### src/hdl/gca_pkg.sv
// Shared types and constants for the mixture component search block.
// Used by the front, the queue, the back end, the top level and the testbench.
`default_nettype none

package gca_pkg;

    // Operation codes carried from the front to the back end.
    typedef enum logic [3:0] {
        OP_MEAN  = 4'b0001,
        OP_COV   = 4'b0010,
        OP_FLAG  = 4'b0100,
        OP_PIXEL = 4'b1000
    } t_op;

    // Input kind codes.
    localparam logic KIND_LOAD  = 1'b0;
    localparam logic KIND_PIXEL = 1'b1;

    // Word select codes.
    localparam logic [3:0] SEL_MEAN_R    = 4'd0;
    localparam logic [3:0] SEL_MEAN_B    = 4'd2;
    localparam logic [3:0] SEL_COV_FIRST = 4'd3;
    localparam logic [3:0] SEL_COV_LAST  = 4'd11;
    localparam logic [3:0] SEL_FLAG      = 4'd12;

    // Register map.
    localparam int          APB_AW              = 3;
    localparam logic [0:0]  REG_COMPONENT_COUNT = 1'b0;

    // Datapath widths.
    localparam int D_W    = 18;  // pixel*256 - mean
    localparam int W_W    = 24;  // matrix word
    localparam int PROD_W = 42;  // matrix word times difference
    localparam int ROW_W  = 44;  // sum of three products
    localparam int QP_W   = 62;  // row times difference
    localparam int ACC_W  = 64;  // quadratic form

    localparam logic signed [ACC_W-1:0] DIST_MAX = 64'sh3FFF_FFFF_FFFF_FFFF;

    localparam int QUEUE_DEPTH = 4;

    typedef struct packed {
        t_op         op;
        logic [3:0]  comp;
        logic [3:0]  slot;
        logic [23:0] value;
        logic [7:0]  red;
        logic [7:0]  green;
        logic [7:0]  blue;
    } t_item;

endpackage

`default_nettype wire

### src/hdl/gca_queue.sv
// Short FIFO of decoded items between the front end and the back end.
// Depends on gca_pkg.
`default_nettype none

module gca_queue (
    input  wire logic           i_clk,
    input  wire logic           i_rst_n,
    input  wire logic           i_push_valid,
    input  wire gca_pkg::t_item i_push_item,
    output logic                o_push_ready,
    output logic                o_pop_valid,
    output gca_pkg::t_item      o_pop_item,
    input  wire logic           i_pop_ready
);

    localparam int PW = $clog2(gca_pkg::QUEUE_DEPTH);
    localparam int CW = PW + 1;

    gca_pkg::t_item r_mem [gca_pkg::QUEUE_DEPTH];
    logic [PW-1:0]  r_wr;
    logic [PW-1:0]  r_rd;
    logic [CW-1:0]  r_cnt;
    logic           w_push;
    logic           w_pop;

    assign o_push_ready = r_cnt != CW'(gca_pkg::QUEUE_DEPTH);
    assign o_pop_valid  = r_cnt != '0;
    assign o_pop_item   = r_mem[r_rd];
    assign w_push       = i_push_valid && o_push_ready;
    assign w_pop        = o_pop_valid && i_pop_ready;

    always_ff @(posedge i_clk) begin
        if (w_push) begin
            r_mem[r_wr] <= i_push_item;
        end
    end

    always_ff @(posedge i_clk) begin
        if (!i_rst_n) begin
            r_wr  <= '0;
            r_rd  <= '0;
            r_cnt <= '0;
        end else begin
            if (w_push) r_wr <= r_wr + 1'b1;
            if (w_pop)  r_rd <= r_rd + 1'b1;
            r_cnt <= r_cnt + CW'(w_push) - CW'(w_pop);
        end
    end

endmodule

`default_nettype wire

### config.mk
export PLATFORM = sky130hd
export DESIGN_NAME = gca_queue
export DESIGN_NICKNAME = d
export VERILOG_FILES = /design/src/hdl/gca_pkg.sv /design/src/hdl/gca_queue.sv
export SDC_FILE = /design/constraint.sdc
export NUM_CORES = 1
export LEC_CHECK = 0
export ABC_CLOCK_PERIOD_IN_PS = 3800
export BUFFER_PORTS_ARGS = -buffer_cell sky130_fd_sc_hd__buf_4
export CAP_MARGIN = 0
export CORE_MARGIN = 2
export CORE_UTILIZATION = 56
export DETAILED_ROUTE_END_ITERATION = 8
export PLACE_DENSITY = 0.78
export SYNTH_ARGS = -nofsm -noshare
export SYNTH_HDL_FRONTEND = slang
export SYNTH_SLANG_ARGS = --single-unit
### constraint.sdc
create_clock -name i_clk -period 3.8 [get_ports i_clk]
set_clock_uncertainty 0.1 [all_clocks]
set_input_delay 0.76 -clock i_clk [delete_from_list [all_inputs] [get_ports i_clk]]
set_output_delay 0.76 -clock i_clk [all_outputs]
set_load 0.1 [all_outputs]
# [After elaboration in Yosys (flattened, before gate mapping)]
# Memories as Yosys holds them, arrays and structs flattened. A register that Yosys moved wholly into a read port is not among the register bits.
# Cells that the tools add are included.
# Widths: inputs -> output; s select.
[word_totals] mem_bits_rw=240 word_cells=16 memories=1 reg_bits=7 latch_bits=0 mem_bits_ro=0 output_inout_bits=62 in_bits=64
[mem_list] memory="r_mem" depth=4 word_bits=60 rd=1 rd_ports_with_merged_regs=1 write_ports=1 line="gca_queue.sv:19" source="gca_pkg::t_item r_mem [gca_pkg::QUEUE_DEPTH];"
[classes] eq_ne=1 n_addsub=4 n_shift=0 order_cmp=0 n_mux=4 n_mul=0 n_div=0 n_reduce_logical=3 bitwise_logic=0
[ops] operator="$add 2x1->2 const B" n=2
[ops] operator="$mux 2" n=2
[ops] operator="$add 3x1->3" n=1
[ops] operator="$ne 3x3->1 const B" n=1
[ops] operator="$reduce_bool 3->1" n=1
[ops] operator="$sub 3x1->3" n=1
[ops] operator="$logic_and 1x1->1" n=2
[ops] operator="$mux 1" n=2

# [Depth between registers and ports, before layout]
[logic_depth] ltp_word=4 depth_mapped=11 depth_no_buf=11

# [Least setup slack after synthesis]
# No wires, ideal clock.
[synth_timing] kind="input to register" from="in i_push_valid" to="mem r_mem[0][0] (netlist bit) (enable)" required_ns=3.276 arrival_time_ns=2.490 slack_ns=0.785 n_path_buf=0 setup_ns=0.424 stages=2 path_cell_list="a21boi_2 > and2_1"
[synth_between] elab_chain_len=3
[synth_lines] element="start, declared" line="gca_queue.sv:8" source="input wire logic i_push_valid,"
[synth_lines] element="$logic_and 1x1->1" line="gca_queue.sv:29" source="assign w_push = i_push_valid && o_push_ready;"
[synth_lines] element="$mux 1" line="gca_queue.sv:33" source="if (w_push) begin"
[synth_lines] element="$mux 1 (implied by the code)" line="gca_queue.sv:34" source="r_mem[r_wr] <= i_push_item;"
[synth_lines] element="end, declared" line="gca_queue.sv:19"
# No other way between the ends.

==> impl_metrics.csv <==
group,metric,value,unit
global_routing,first_global_vias,4533,
cells_and_area,syn_to_final_growth,19.6,%
floorplan,die_height,132,µm
floorplan,fp.dieW,132,µm
floorplan,die_area,17500,µm²
synth,yosysSeqAreaShare,80.3,%
synth,synth-main-ff-cell,"edfxtp_1",
timing,fin_setup_tns,0,ps
worst_setup_path,cp_max_fo,21,
power_and_ir_drop,cellPowerDensity,846,nW/µm²
cts,path_clk_slew,60,ps
floorplan,placementRows,46,
cells_and_area,antenna_cells,0,
routing,wl_per_cell,21.2,µm
worst_setup_path,path_class,"reg -> out",
cts,cts-root-buf,"clkbuf_16",
synth,syn_area,9200,µm²
synth,syn_inst,362,
synth,async_flop_share,0,%
status,outcome,"finished, final reports clean",
power_and_ir_drop,power,9.30,mW
routing,drt_wl_total,15500,µm
power_and_ir_drop,p_leak,3.70,nW
global_routing,grt_max_degree,61,
cells_and_area,mostFrequentLayoutCells,"edfxtp_1, buf_4, mux4_2",
synth,syn_avg_cell_area,25.4,µm²
global_routing,grtUsageTotal,18.2,%
routing,dr.pass1.iters,4,
timing,slew_headroom,36.1,%
cells_and_area,drive_above_1_share,43.9,%
run,max_cap_violations,0,
hold_path,hold_depth,1,
floorplan,core_area,15900,µm²
placement,port_buffers,125,
timing,rsz0062_at_grt,"false",
timing,hold-worst-slack,348,ps
timing,fin_ws,654,ps
cells_and_area,post-route-cell-area,11000,µm²
floorplan,initial_core_util,57.7,%
worst_setup_path,critPathLaunchType,"flop",
timing,maxSlewViolCount,0,
cts,clockBufferDepth,3,
synth,syn_nets,433,
worst_setup_path,cp_data_arrival_time,2290,ps
placement,hpwl,8770,µm
cells_and_area,layout_commonest_cell,"edfxtp_1",
cts,h-tree-depth,1,
worst_setup_path,rrSetupSlack,1270,ps
cts,cts_resized,0,
routing,ant_nets,0,
placement,gp_congestion,0.698,
placement,pre_cts_slack,996,ps
routing,num_vias,4082,
synth,ys_seq_elements,249,
cts,clk_latency,510,ps
worst_setup_path,worstPathRequired,2940,ps
floorplan,pin_count,126,
synth,synth_edf_count,240,
timing,hold_viol,0,
hold_path,hp-class,"in -> reg",
power_and_ir_drop,peakVddDrop,654,µV
timing,clock.fmax,318,MHz
hold_path,hold_end,"r_mem[0][55]$_DFFE_PP_",
timing,period_needed,3150,ps
routing,drt_iter0_markers,230,
cts,hold_buffers,0,
synth,synth.distinct_cells,21,
cts,post_cts_buffers,0,
timing,fin_crit_sh,82.8,%
timing,worst-slew-pin-transition,959,ps
global_routing,overflow,0,
global_routing,grt_pass1_wl,24600,µm
synth,yosys_warnings,0,
worst_setup_path,reg2reg_depth,11,
cts,cts.sinks,249,
hold_path,hold_start,"i_push_item[55]",
worst_setup_path,reg2reg_to,"r_cnt[2]$_SDFF_PN0_",
worst_setup_path,crit_path_end_kind,"output port",
global_routing,antenna_found_initial,0,
placement,post_dp_cell_area,10300,µm²
cts,cts_buffers,25,
cts,cts_tree,"done",
routing,drc,0,
cells_and_area,layout.nets,573,
worst_setup_path,r2r-start,"r_cnt[1]$_SDFF_PN0_",
timing,finalSetupViolCount,0,
routing,vias_per_cell,5.57,
synthesized netlist by cell type, types with 2 or more instances:
| cell | n | area (µm²) |
|---|---|---|
| mux4_2 | 60 | 1350 |
| nor2b_1 | 3 | 18.8 |
| nand2_1 | 5 | 18.8 |
| buf_2 | 6 | 30.0 |
| dfxtp_1 | 9 | 180 |
| mux2i_1 | 2 | 20.0 |
| ha_1 | 6 | 75.1 |
| and2_1 | 7 | 43.8 |
| inv_1 | 5 | 18.8 |
| edfxtp_1 | 240 | 7210 |
| buf_12 | 6 | 120 |
| xnor2_1 | 4 | 35.0 |
state kept, by name, indices dropped and copies added (netlist names), named ones only:
signal and cells:
r_cnt 3, r_wr 2, r_mem 240, r_rd 2
metal layers:
| metal | share of wire (%) | global-route usage [%] |
|---|---|---|
| met4 | 2.0 | 4.89 |
| met1 | 43 | 24.9 |
| met3 | 5.5 | 3.73 |
| met2 | 50 | 30.5 |
| met5 | 0 | 0 |
layout make-up:
cell class                 instances  area (µm²)
inverter                           5        18.8
fill                            1016        4950
timing repair buffer             128         973
sequential                       249        7390
multi-input combinational         93        1630
clock buffer                      31         648
tap                              216         270
clock inverter                    11        57.6
how the worst max path moves through the flow:
| stage | startpoint | endpoint | slack, ps | cells past startpoint |
|---|---|---|---|---|
| global route | flop | o_pop_item[38] | 510 | 3 |
| CTS | flop | o_pop_item[40] | 580 | 3 |
| detailed placement | i_push_valid | r_cnt[2]$_SDFF_PN0_ | 1000 | 11 |
| floorplan | i_push_valid | r_mem[0][0]$_DFFE_PP_ | 790 | 2 |
| global placement | i_push_valid | r_cnt[2]$_SDFF_PN0_ | 1090 | 11 |
| finish | flop | o_pop_item[40] | 650 | 3 |
through the flow:
step | util, % | cells
final | 69.0 | 733
after floorplan | - | 362
after detailed placement | 64.5 | 691
after global placement | 64.5 | 691
after CTS | 69.0 | 733
after global routing | 69.0 | 733
worst max-delay path, cell delays in order (launching register included):
cell	delay (ps)
dfxtp_4	630
buf_4	330
mux4_2	540
buf_4	250
cells by family (layout without fill, tap and decap cells):
kind of cell | count (synthesis) | count (layout) | share of synthesized area (%)
DFF | 249 | 249 | 80.3
muxes | 62 | 62 | 14.9
buffers and inverters | 20 | 175 | 2.04
and+or+nand+nor | 17 | 17 | 0.993
adders and majority gates | 7 | 7 | 1.03
xor gates and xnor gates | 4 | 4 | 0.381
AOI/OAI and AO/OA | 3 | 3 | 0.313
power by group:
part	switching [mW]	total, mW	internal [mW]
Clock	0.934	2.14	1.20
Combinational	2.72	3.65	0.930
Sequential	0.182	3.52	3.34
(Power assumes the default switching activity.)
