[src/hdl/gca_pkg.sv]
// Shared types and constants for the mixture component search block.
// Used by the front, the queue, the back end, the top level and the testbench.
`default_nettype none

package gca_pkg;

    // Operation codes carried from the front to the back end.
    typedef enum logic [3:0] {
        OP_MEAN  = 4'b0001,
        OP_COV   = 4'b0010,
        OP_FLAG  = 4'b0100,
        OP_PIXEL = 4'b1000
    } t_op;

    // Input kind codes.
    localparam logic KIND_LOAD  = 1'b0;
    localparam logic KIND_PIXEL = 1'b1;

    // Word select codes.
    localparam logic [3:0] SEL_MEAN_R    = 4'd0;
    localparam logic [3:0] SEL_MEAN_B    = 4'd2;
    localparam logic [3:0] SEL_COV_FIRST = 4'd3;
    localparam logic [3:0] SEL_COV_LAST  = 4'd11;
    localparam logic [3:0] SEL_FLAG      = 4'd12;

    // Register map.
    localparam int          APB_AW              = 3;
    localparam logic [0:0]  REG_COMPONENT_COUNT = 1'b0;

    // Datapath widths.
    localparam int D_W    = 18;  // pixel*256 - mean
    localparam int W_W    = 24;  // matrix word
    localparam int PROD_W = 42;  // matrix word times difference
    localparam int ROW_W  = 44;  // sum of three products
    localparam int QP_W   = 62;  // row times difference
    localparam int ACC_W  = 64;  // quadratic form

    localparam logic signed [ACC_W-1:0] DIST_MAX = 64'sh3FFF_FFFF_FFFF_FFFF;

    localparam int QUEUE_DEPTH = 4;

    typedef struct packed {
        t_op         op;
        logic [3:0]  comp;
        logic [3:0]  slot;
        logic [23:0] value;
        logic [7:0]  red;
        logic [7:0]  green;
        logic [7:0]  blue;
    } t_item;

endpackage

`default_nettype wire

[src/hdl/gca_if.sv]
// Stream interfaces for the input words and the result words.
// Payload widths are fixed; no dependencies beyond valid/ready.
`default_nettype none

interface gca_in_if;
    logic               valid;
    logic               ready;
    logic               kind;
    logic [3:0]         component_index;
    logic [3:0]         word_select;
    logic signed [23:0] load_value;
    logic [7:0]         pixel_red;
    logic [7:0]         pixel_green;
    logic [7:0]         pixel_blue;

    modport source (output valid, kind, component_index, word_select, load_value,
                    pixel_red, pixel_green, pixel_blue, input ready);
    modport sink   (input valid, kind, component_index, word_select, load_value,
                    pixel_red, pixel_green, pixel_blue, output ready);
endinterface


`default_nettype wire

[src/hdl/gca_front.sv]
// Front end: accepts input words, decodes them into queue items, drops dead loads.
// Depends on gca_pkg and gca_in_if.
`default_nettype none

module gca_front #(
    parameter int MAX = 10
) (
    gca_in_if.sink         i_in,
    input  wire logic      i_push_ready,
    output logic           o_push_valid,
    output gca_pkg::t_item o_push_item
);

    logic       w_keep;
    gca_pkg::t_op w_op;
    logic [3:0] w_slot;
    logic       w_comp_ok;

    assign w_comp_ok = {1'b0, i_in.component_index} < 5'(MAX);

    always_comb begin
        w_op   = gca_pkg::OP_PIXEL;
        w_slot = i_in.word_select;
        w_keep = 1'b1;
        if (i_in.kind == gca_pkg::KIND_LOAD) begin
            unique case (i_in.word_select) inside
                [gca_pkg::SEL_MEAN_R:gca_pkg::SEL_MEAN_B]: begin
                    w_op = gca_pkg::OP_MEAN;
                end
                [gca_pkg::SEL_COV_FIRST:gca_pkg::SEL_COV_LAST]: begin
                    w_op   = gca_pkg::OP_COV;
                    w_slot = i_in.word_select - gca_pkg::SEL_COV_FIRST;
                end
                gca_pkg::SEL_FLAG: begin
                    w_op = gca_pkg::OP_FLAG;
                end
                default: begin
                    w_keep = 1'b0;
                end
            endcase
            if (!w_comp_ok) begin
                w_keep = 1'b0;
            end
        end
    end

    // Dropped loads are taken whenever the queue could take a word.
    assign i_in.ready   = i_push_ready;
    assign o_push_valid = i_in.valid && w_keep;

    assign o_push_item.op    = w_op;
    assign o_push_item.comp  = i_in.component_index;
    assign o_push_item.slot  = w_slot;
    assign o_push_item.value = i_in.load_value;
    assign o_push_item.red   = i_in.pixel_red;
    assign o_push_item.green = i_in.pixel_green;
    assign o_push_item.blue  = i_in.pixel_blue;

endmodule

`default_nettype wire

[src/flat_wrapper.sv]
// flat-port wrapper written by rule: the top's interface ports become plain ports
module gca_front_flat 
#(
    parameter int MAX = 10
)
  (i_push_ready, o_push_valid, o_push_item, i_in_valid, i_in_kind, i_in_component_index, i_in_word_select, i_in_load_value, i_in_pixel_red, i_in_pixel_green, i_in_pixel_blue, i_in_ready);
  gca_in_if i_in_i ();
  input  wire logic i_push_ready;
  output logic o_push_valid;
  output gca_pkg::t_item o_push_item;
  input wire logic [$bits(i_in_i.valid)-1:0] i_in_valid;
  input wire logic [$bits(i_in_i.kind)-1:0] i_in_kind;
  input wire logic [$bits(i_in_i.component_index)-1:0] i_in_component_index;
  input wire logic [$bits(i_in_i.word_select)-1:0] i_in_word_select;
  input wire logic [$bits(i_in_i.load_value)-1:0] i_in_load_value;
  input wire logic [$bits(i_in_i.pixel_red)-1:0] i_in_pixel_red;
  input wire logic [$bits(i_in_i.pixel_green)-1:0] i_in_pixel_green;
  input wire logic [$bits(i_in_i.pixel_blue)-1:0] i_in_pixel_blue;
  output wire logic [$bits(i_in_i.ready)-1:0] i_in_ready;
  assign i_in_i.valid = i_in_valid;
  assign i_in_i.kind = i_in_kind;
  assign i_in_i.component_index = i_in_component_index;
  assign i_in_i.word_select = i_in_word_select;
  assign i_in_i.load_value = i_in_load_value;
  assign i_in_i.pixel_red = i_in_pixel_red;
  assign i_in_i.pixel_green = i_in_pixel_green;
  assign i_in_i.pixel_blue = i_in_pixel_blue;
  assign i_in_ready = i_in_i.ready;
  gca_front #(.MAX(MAX)) u_core (.i_in(i_in_i), .i_push_ready(i_push_ready), .o_push_valid(o_push_valid), .o_push_item(o_push_item));
endmodule
[config.mk]
export PLATFORM = sky130hd
export DESIGN_NAME = gca_front_flat
export DESIGN_NICKNAME = d
export VERILOG_FILES = /design/src/hdl/gca_pkg.sv /design/src/hdl/gca_if.sv /design/src/hdl/gca_front.sv /design/src/flat_wrapper.sv
export SDC_FILE = /design/constraint.sdc
export NUM_CORES = 1
export LEC_CHECK = 0
export ABC_CLOCK_PERIOD_IN_PS = 2500
export BUFFER_PORTS_ARGS = -buffer_cell sky130_fd_sc_hd__buf_4
export CORE_UTILIZATION = 28
export DETAILED_ROUTE_END_ITERATION = 8
export GPL_TIMING_DRIVEN = 0
export PLACE_DENSITY = 0.87
export REMOVE_ABC_BUFFERS = 1
export SETUP_SLACK_MARGIN = 0.2
export SYNTH_ARGS = -nofsm -noshare
export SYNTH_HDL_FRONTEND = slang
export SYNTH_SLANG_ARGS = --single-unit
[constraint.sdc]
create_clock -name vclk -period 2.5
set_clock_uncertainty 0.2 [all_clocks]
set_input_delay 0.125 -clock vclk [all_inputs]
set_output_delay 0.125 -clock vclk [all_outputs]
set_load 0.005 [all_outputs]
== Word level (Yosys, flattened, before mapping) ==
Index checks and enable logic that the tools add are counted.
Word-level totals
  register bits after elaboration: 0
Operators by class
  add/sub/neg operators: 1
  $lt $le $gt $ge: 5
  equality and inequality tests: 1
  multiplexer cells: 7
  reductions and logical operators: 4
Operator list (number)
  two-way mux 4 bit: 3
  case mux 4 bit (3 select lines): 1
  == test 4 bit (second input constant): 1
  greater-or-equal comparator 4 x 1 -> 1 bit (second input constant): 1
  greater-or-equal comparator 4 x 2 -> 1 bit (second input constant): 1
  <= comparator 4 x 2 -> 1 bit (second input constant): 1
  <= comparator 4 bit (second input constant): 1
  < comparator 4 bit (second input constant): 1
  subtractor 4 x 2 -> 4 bit (second input constant): 1
  logical AND 1 bit: 3
  two-way mux 1 bit: 3
  OR reduction 3 bit: 1

== Depth between registers and ports, before layout ==
  depth in word-level cells: 7
  mapped depth: 5

== Worst setup path before layout ==
No wires, ideal clock.
  path kind: input to output
  from: in i_in_word_select[0]
  to: out o_push_item[49] (netlist bit)
  arrival time: 1.002 ns
  setup slack: 1.173 ns
  stages on the path: 4
  buffers on the path: 0
  path through: ha_1 nor3_2 a211oi_2 mux2_4
RTL lines
  from (decl): RTL line flat_wrapper.sv:14  | input wire logic [$bits(i_in_i.word_select)-1:0] i_in_word_select;
  to (decl): RTL line flat_wrapper.sv:10  | output gca_pkg::t_item o_push_item;

==> impl_results.md <==
* Run status: finished clean
* MaxCap Viol Count at 0
* Share of the core filled with cells at 19.3%
* Post-route clock period utilization at 64.9%
* Instance count of the mapped netlist at 76
* Arrival time at the worst endpoint at 1.30 ns
* Drt total wl at 3.20 mm
* Number of distinct library cell variants in the gate-level netlist after synthesis at 19
* Hold crit path type: in -> out
* Routed length per instance at 45.1 um
* Slew at the pin closest to its max-slew limit at 0.322 ns
* Reg power frac at 0%
* Post-CTS Setup Bufs at 0
* Internal power consumption at 37.6 uW
* Global-route wire length before repair at 3.46 mm
* Detailed-router iteration count before antenna repair at 4
* Maximum number of pins on one net before global-route repair at 8
* Post-detailed-route via-to-cell ratio at 5.25
* Cell area after synthesis at 584 sq um
* Final Net Count at 108
* Commonest cells after routing, fill and taps aside: sky130_fd_sc_hd__buf_4, sky130_fd_sc_hd__nand2_1, sky130_fd_sc_hd__ha_1
* Setup Viol. Count Final at 0
* Post-route antenna net violation count at 0
* CLK BUF at 0
* Switching share of total power at 41.4%
* Average cell area after synthesis at 7.69 sq um
* Area after DPL at 378 sq um
* Post-detailed-route DRC marker count at 0
* Starting utilization of the core area at 29.8%
* Floorplan die width at 47.7 um
* Required time of the critical path at 2.17 ns
* Sequential cells at 0
* Placed instance count at 71
* Final weighted congestion in routability-driven placement at 0.834
* Total count of hold-check failures in the final report at 0
* Post_cts resized at 0
* Post-synthesis sequential area ratio at 0%
* Category of the worst setup path capture point: output pin
* Sw Pwr at 26.6 uW
* Synthesis Warnings at 0
* Final-report max-slew violation count at 0
* Crit path max fanout at 6
* I/O pin cnt at 121
* CP startpoint kind: input port
* Final Instance Count excl. Fillers at 71
* Die Area at 2270 sq um
* DRC violation total after the first TritonRoute iteration at 3
* Leading cell type in the layout, fill and taps excluded: sky130_fd_sc_hd__buf_4
* Pwr per Cell Area at 170 nW/um^2
* Flip-flop and latch area at 0 sq um
* Remaining global-route overflow at 0
* Post-route setup slack at 0.877 ns
* Combinational cell fraction of total power at 100.0%
* Ratio of cells with drive above 1 in the final layout at 56.8%
* IR drop worst, VDD at 0.0000664 V
* Worst slack after detailed placement at 0.873 ns
* Hold-fix buffer count after cts at 0
* Count of fill cells added during filler insertion at 241
* Vias in the first global route at 323
* Area growth syn-to-layout at -35.3%
* Number of rows in the core area at 16
* Via count at 373
* Number of antenna diodes at 0
* End point of the critical path: o_push_item[49]
* Start-to-end type of the worst setup path: in -> out
* Overall global routing resource usage at 26.8%
* Leakage dissipation at 0.000180 uW
* Achievable frequency at 616 MHz
* Final worst path period need at 1.62 ns
* Number of buffer cells added on primary ports at 21
* RSZ-0062 raised after global routing: false
* Final sum of negative setup slack at 0 ns
* Relative contribution of the clock network to total power at 0%
* Number of antenna violations at the first check in global routing at 0
* Detailed placer's ending HPWL at 3.14 mm
* Vertical extent of the die at 47.7 um
* Layout Cell Area excl Fill at 378 sq um
* Crit path from: i_in_word_select[1]
* Max_slew headroom at 78.5%
* Placeable core region at 1960 sq um
[kinds of logic (layout without fill, tap and decap cells)]
family                   Yosys count  after routing  share of synthesized area [%]
multiplexers                       2              2                           4.50
buffers and inverters             55             23                           69.4
AND/OR/NAND/NOR                    9              9                           8.78
AO/OA/AOI/OAI                      5              5                           7.92
XOR/XNOR                           2              2                           3.00
adder cells (fa/ha/maj)            3              3                           6.42
[metrics by stage]
| stage | hold WS (ns) | power (uW) |
|---|---|---|
| after global routing | 0.0500 | 70.6 |
| final | 0.0500 | 64.1 |
| after global placement | 0.0501 | 62.6 |
| after detailed placement | 0.0501 | 64.8 |
| after CTS | 0.0501 | 65.0 |
| after floorplan | 0.0500 | 23.0 |
[worst min-delay path by stage]
stage	start	end	slack [ns]	depth (start not counted)
6_report	i_push_ready	i_in_ready	0.05	0
5_1_grt	i_push_ready	i_in_ready	0.05	0
4_1_cts	i_push_ready	i_in_ready	0.05	0
3_5_place_dp	i_push_ready	i_in_ready	0.05	0
3_3_place_gp	i_push_ready	i_in_ready	0.05	0
2_1_floorplan	i_push_ready	i_in_ready	0.05	0
[critical path, stage by stage]
cell and delay (ns):
sky130_fd_sc_hd__buf_4 0.14, sky130_fd_sc_hd__ha_1 0.20, sky130_fd_sc_hd__nor3_2 0.29, sky130_fd_sc_hd__a211oi_2 0.10, sky130_fd_sc_hd__mux2_4 0.31, sky130_fd_sc_hd__buf_4 0.13
[per-layer routing]
metal | vias to the layer above | global-route usage, % | routed length [um]
li1 | 126 | - | -
met1 | 166 | 11.8 | 444
met2 | 69 | 53.0 | 1780
met3 | 12 | 26.0 | 751
met4 | 0 | 15.6 | 226
met5 | - | 10.0 | 0
[final cells by class]
type	count	area [sq um]	share of cell area (%)
timing repair buffer	21	158	41.7
multi-input combinational	21	179	47.4
inverter	2	7.51	1.99
tap	27	33.8	8.94
[synth_stat cells]
cell | number | area share [%]
sky130_fd_sc_hd__buf_4 | 53 | 68
sky130_fd_sc_hd__ha_1 | 3 | 6.4
sky130_fd_sc_hd__nand2_1 | 3 | 1.9
sky130_fd_sc_hd__inv_1 | 2 | 1.3
sky130_fd_sc_hd__a2111oi_2 | 1 | 2.6
sky130_fd_sc_hd__a211oi_2 | 1 | 2.1
sky130_fd_sc_hd__mux2_1 | 1 | 1.9
sky130_fd_sc_hd__mux2_4 | 1 | 2.6
sky130_fd_sc_hd__nor2_1 | 1 | 0.64
sky130_fd_sc_hd__nor2b_1 | 1 | 1.1
sky130_fd_sc_hd__nor3_2 | 1 | 1.7
sky130_fd_sc_hd__nor3b_1 | 1 | 1.3
sky130_fd_sc_hd__nor4_1 | 1 | 1.1
sky130_fd_sc_hd__o21ai_0 | 1 | 0.86
sky130_fd_sc_hd__o21ai_1 | 1 | 0.86
sky130_fd_sc_hd__o2bb2ai_1 | 1 | 1.5
sky130_fd_sc_hd__or2_1 | 1 | 1.1
sky130_fd_sc_hd__xnor2_1 | 1 | 1.5
sky130_fd_sc_hd__xor2_1 | 1 | 1.5
[power groups by stage]
| stage | logic (uW) | clock network [uW] | registers (uW) |
|---|---|---|---|
| 2_1_floorplan | 23.0 | 0 | 0 |
| 3_3_place_gp | 62.6 | 0 | 0 |
| 3_5_place_dp | 64.8 | 0 | 0 |
| 4_1_cts | 65.0 | 0 | 0 |
| 5_1_grt | 70.6 | 0 | 0 |
| 6_report | 64.1 | 0 | 0 |
Note: power is estimated with default switching activity, not from simulation.
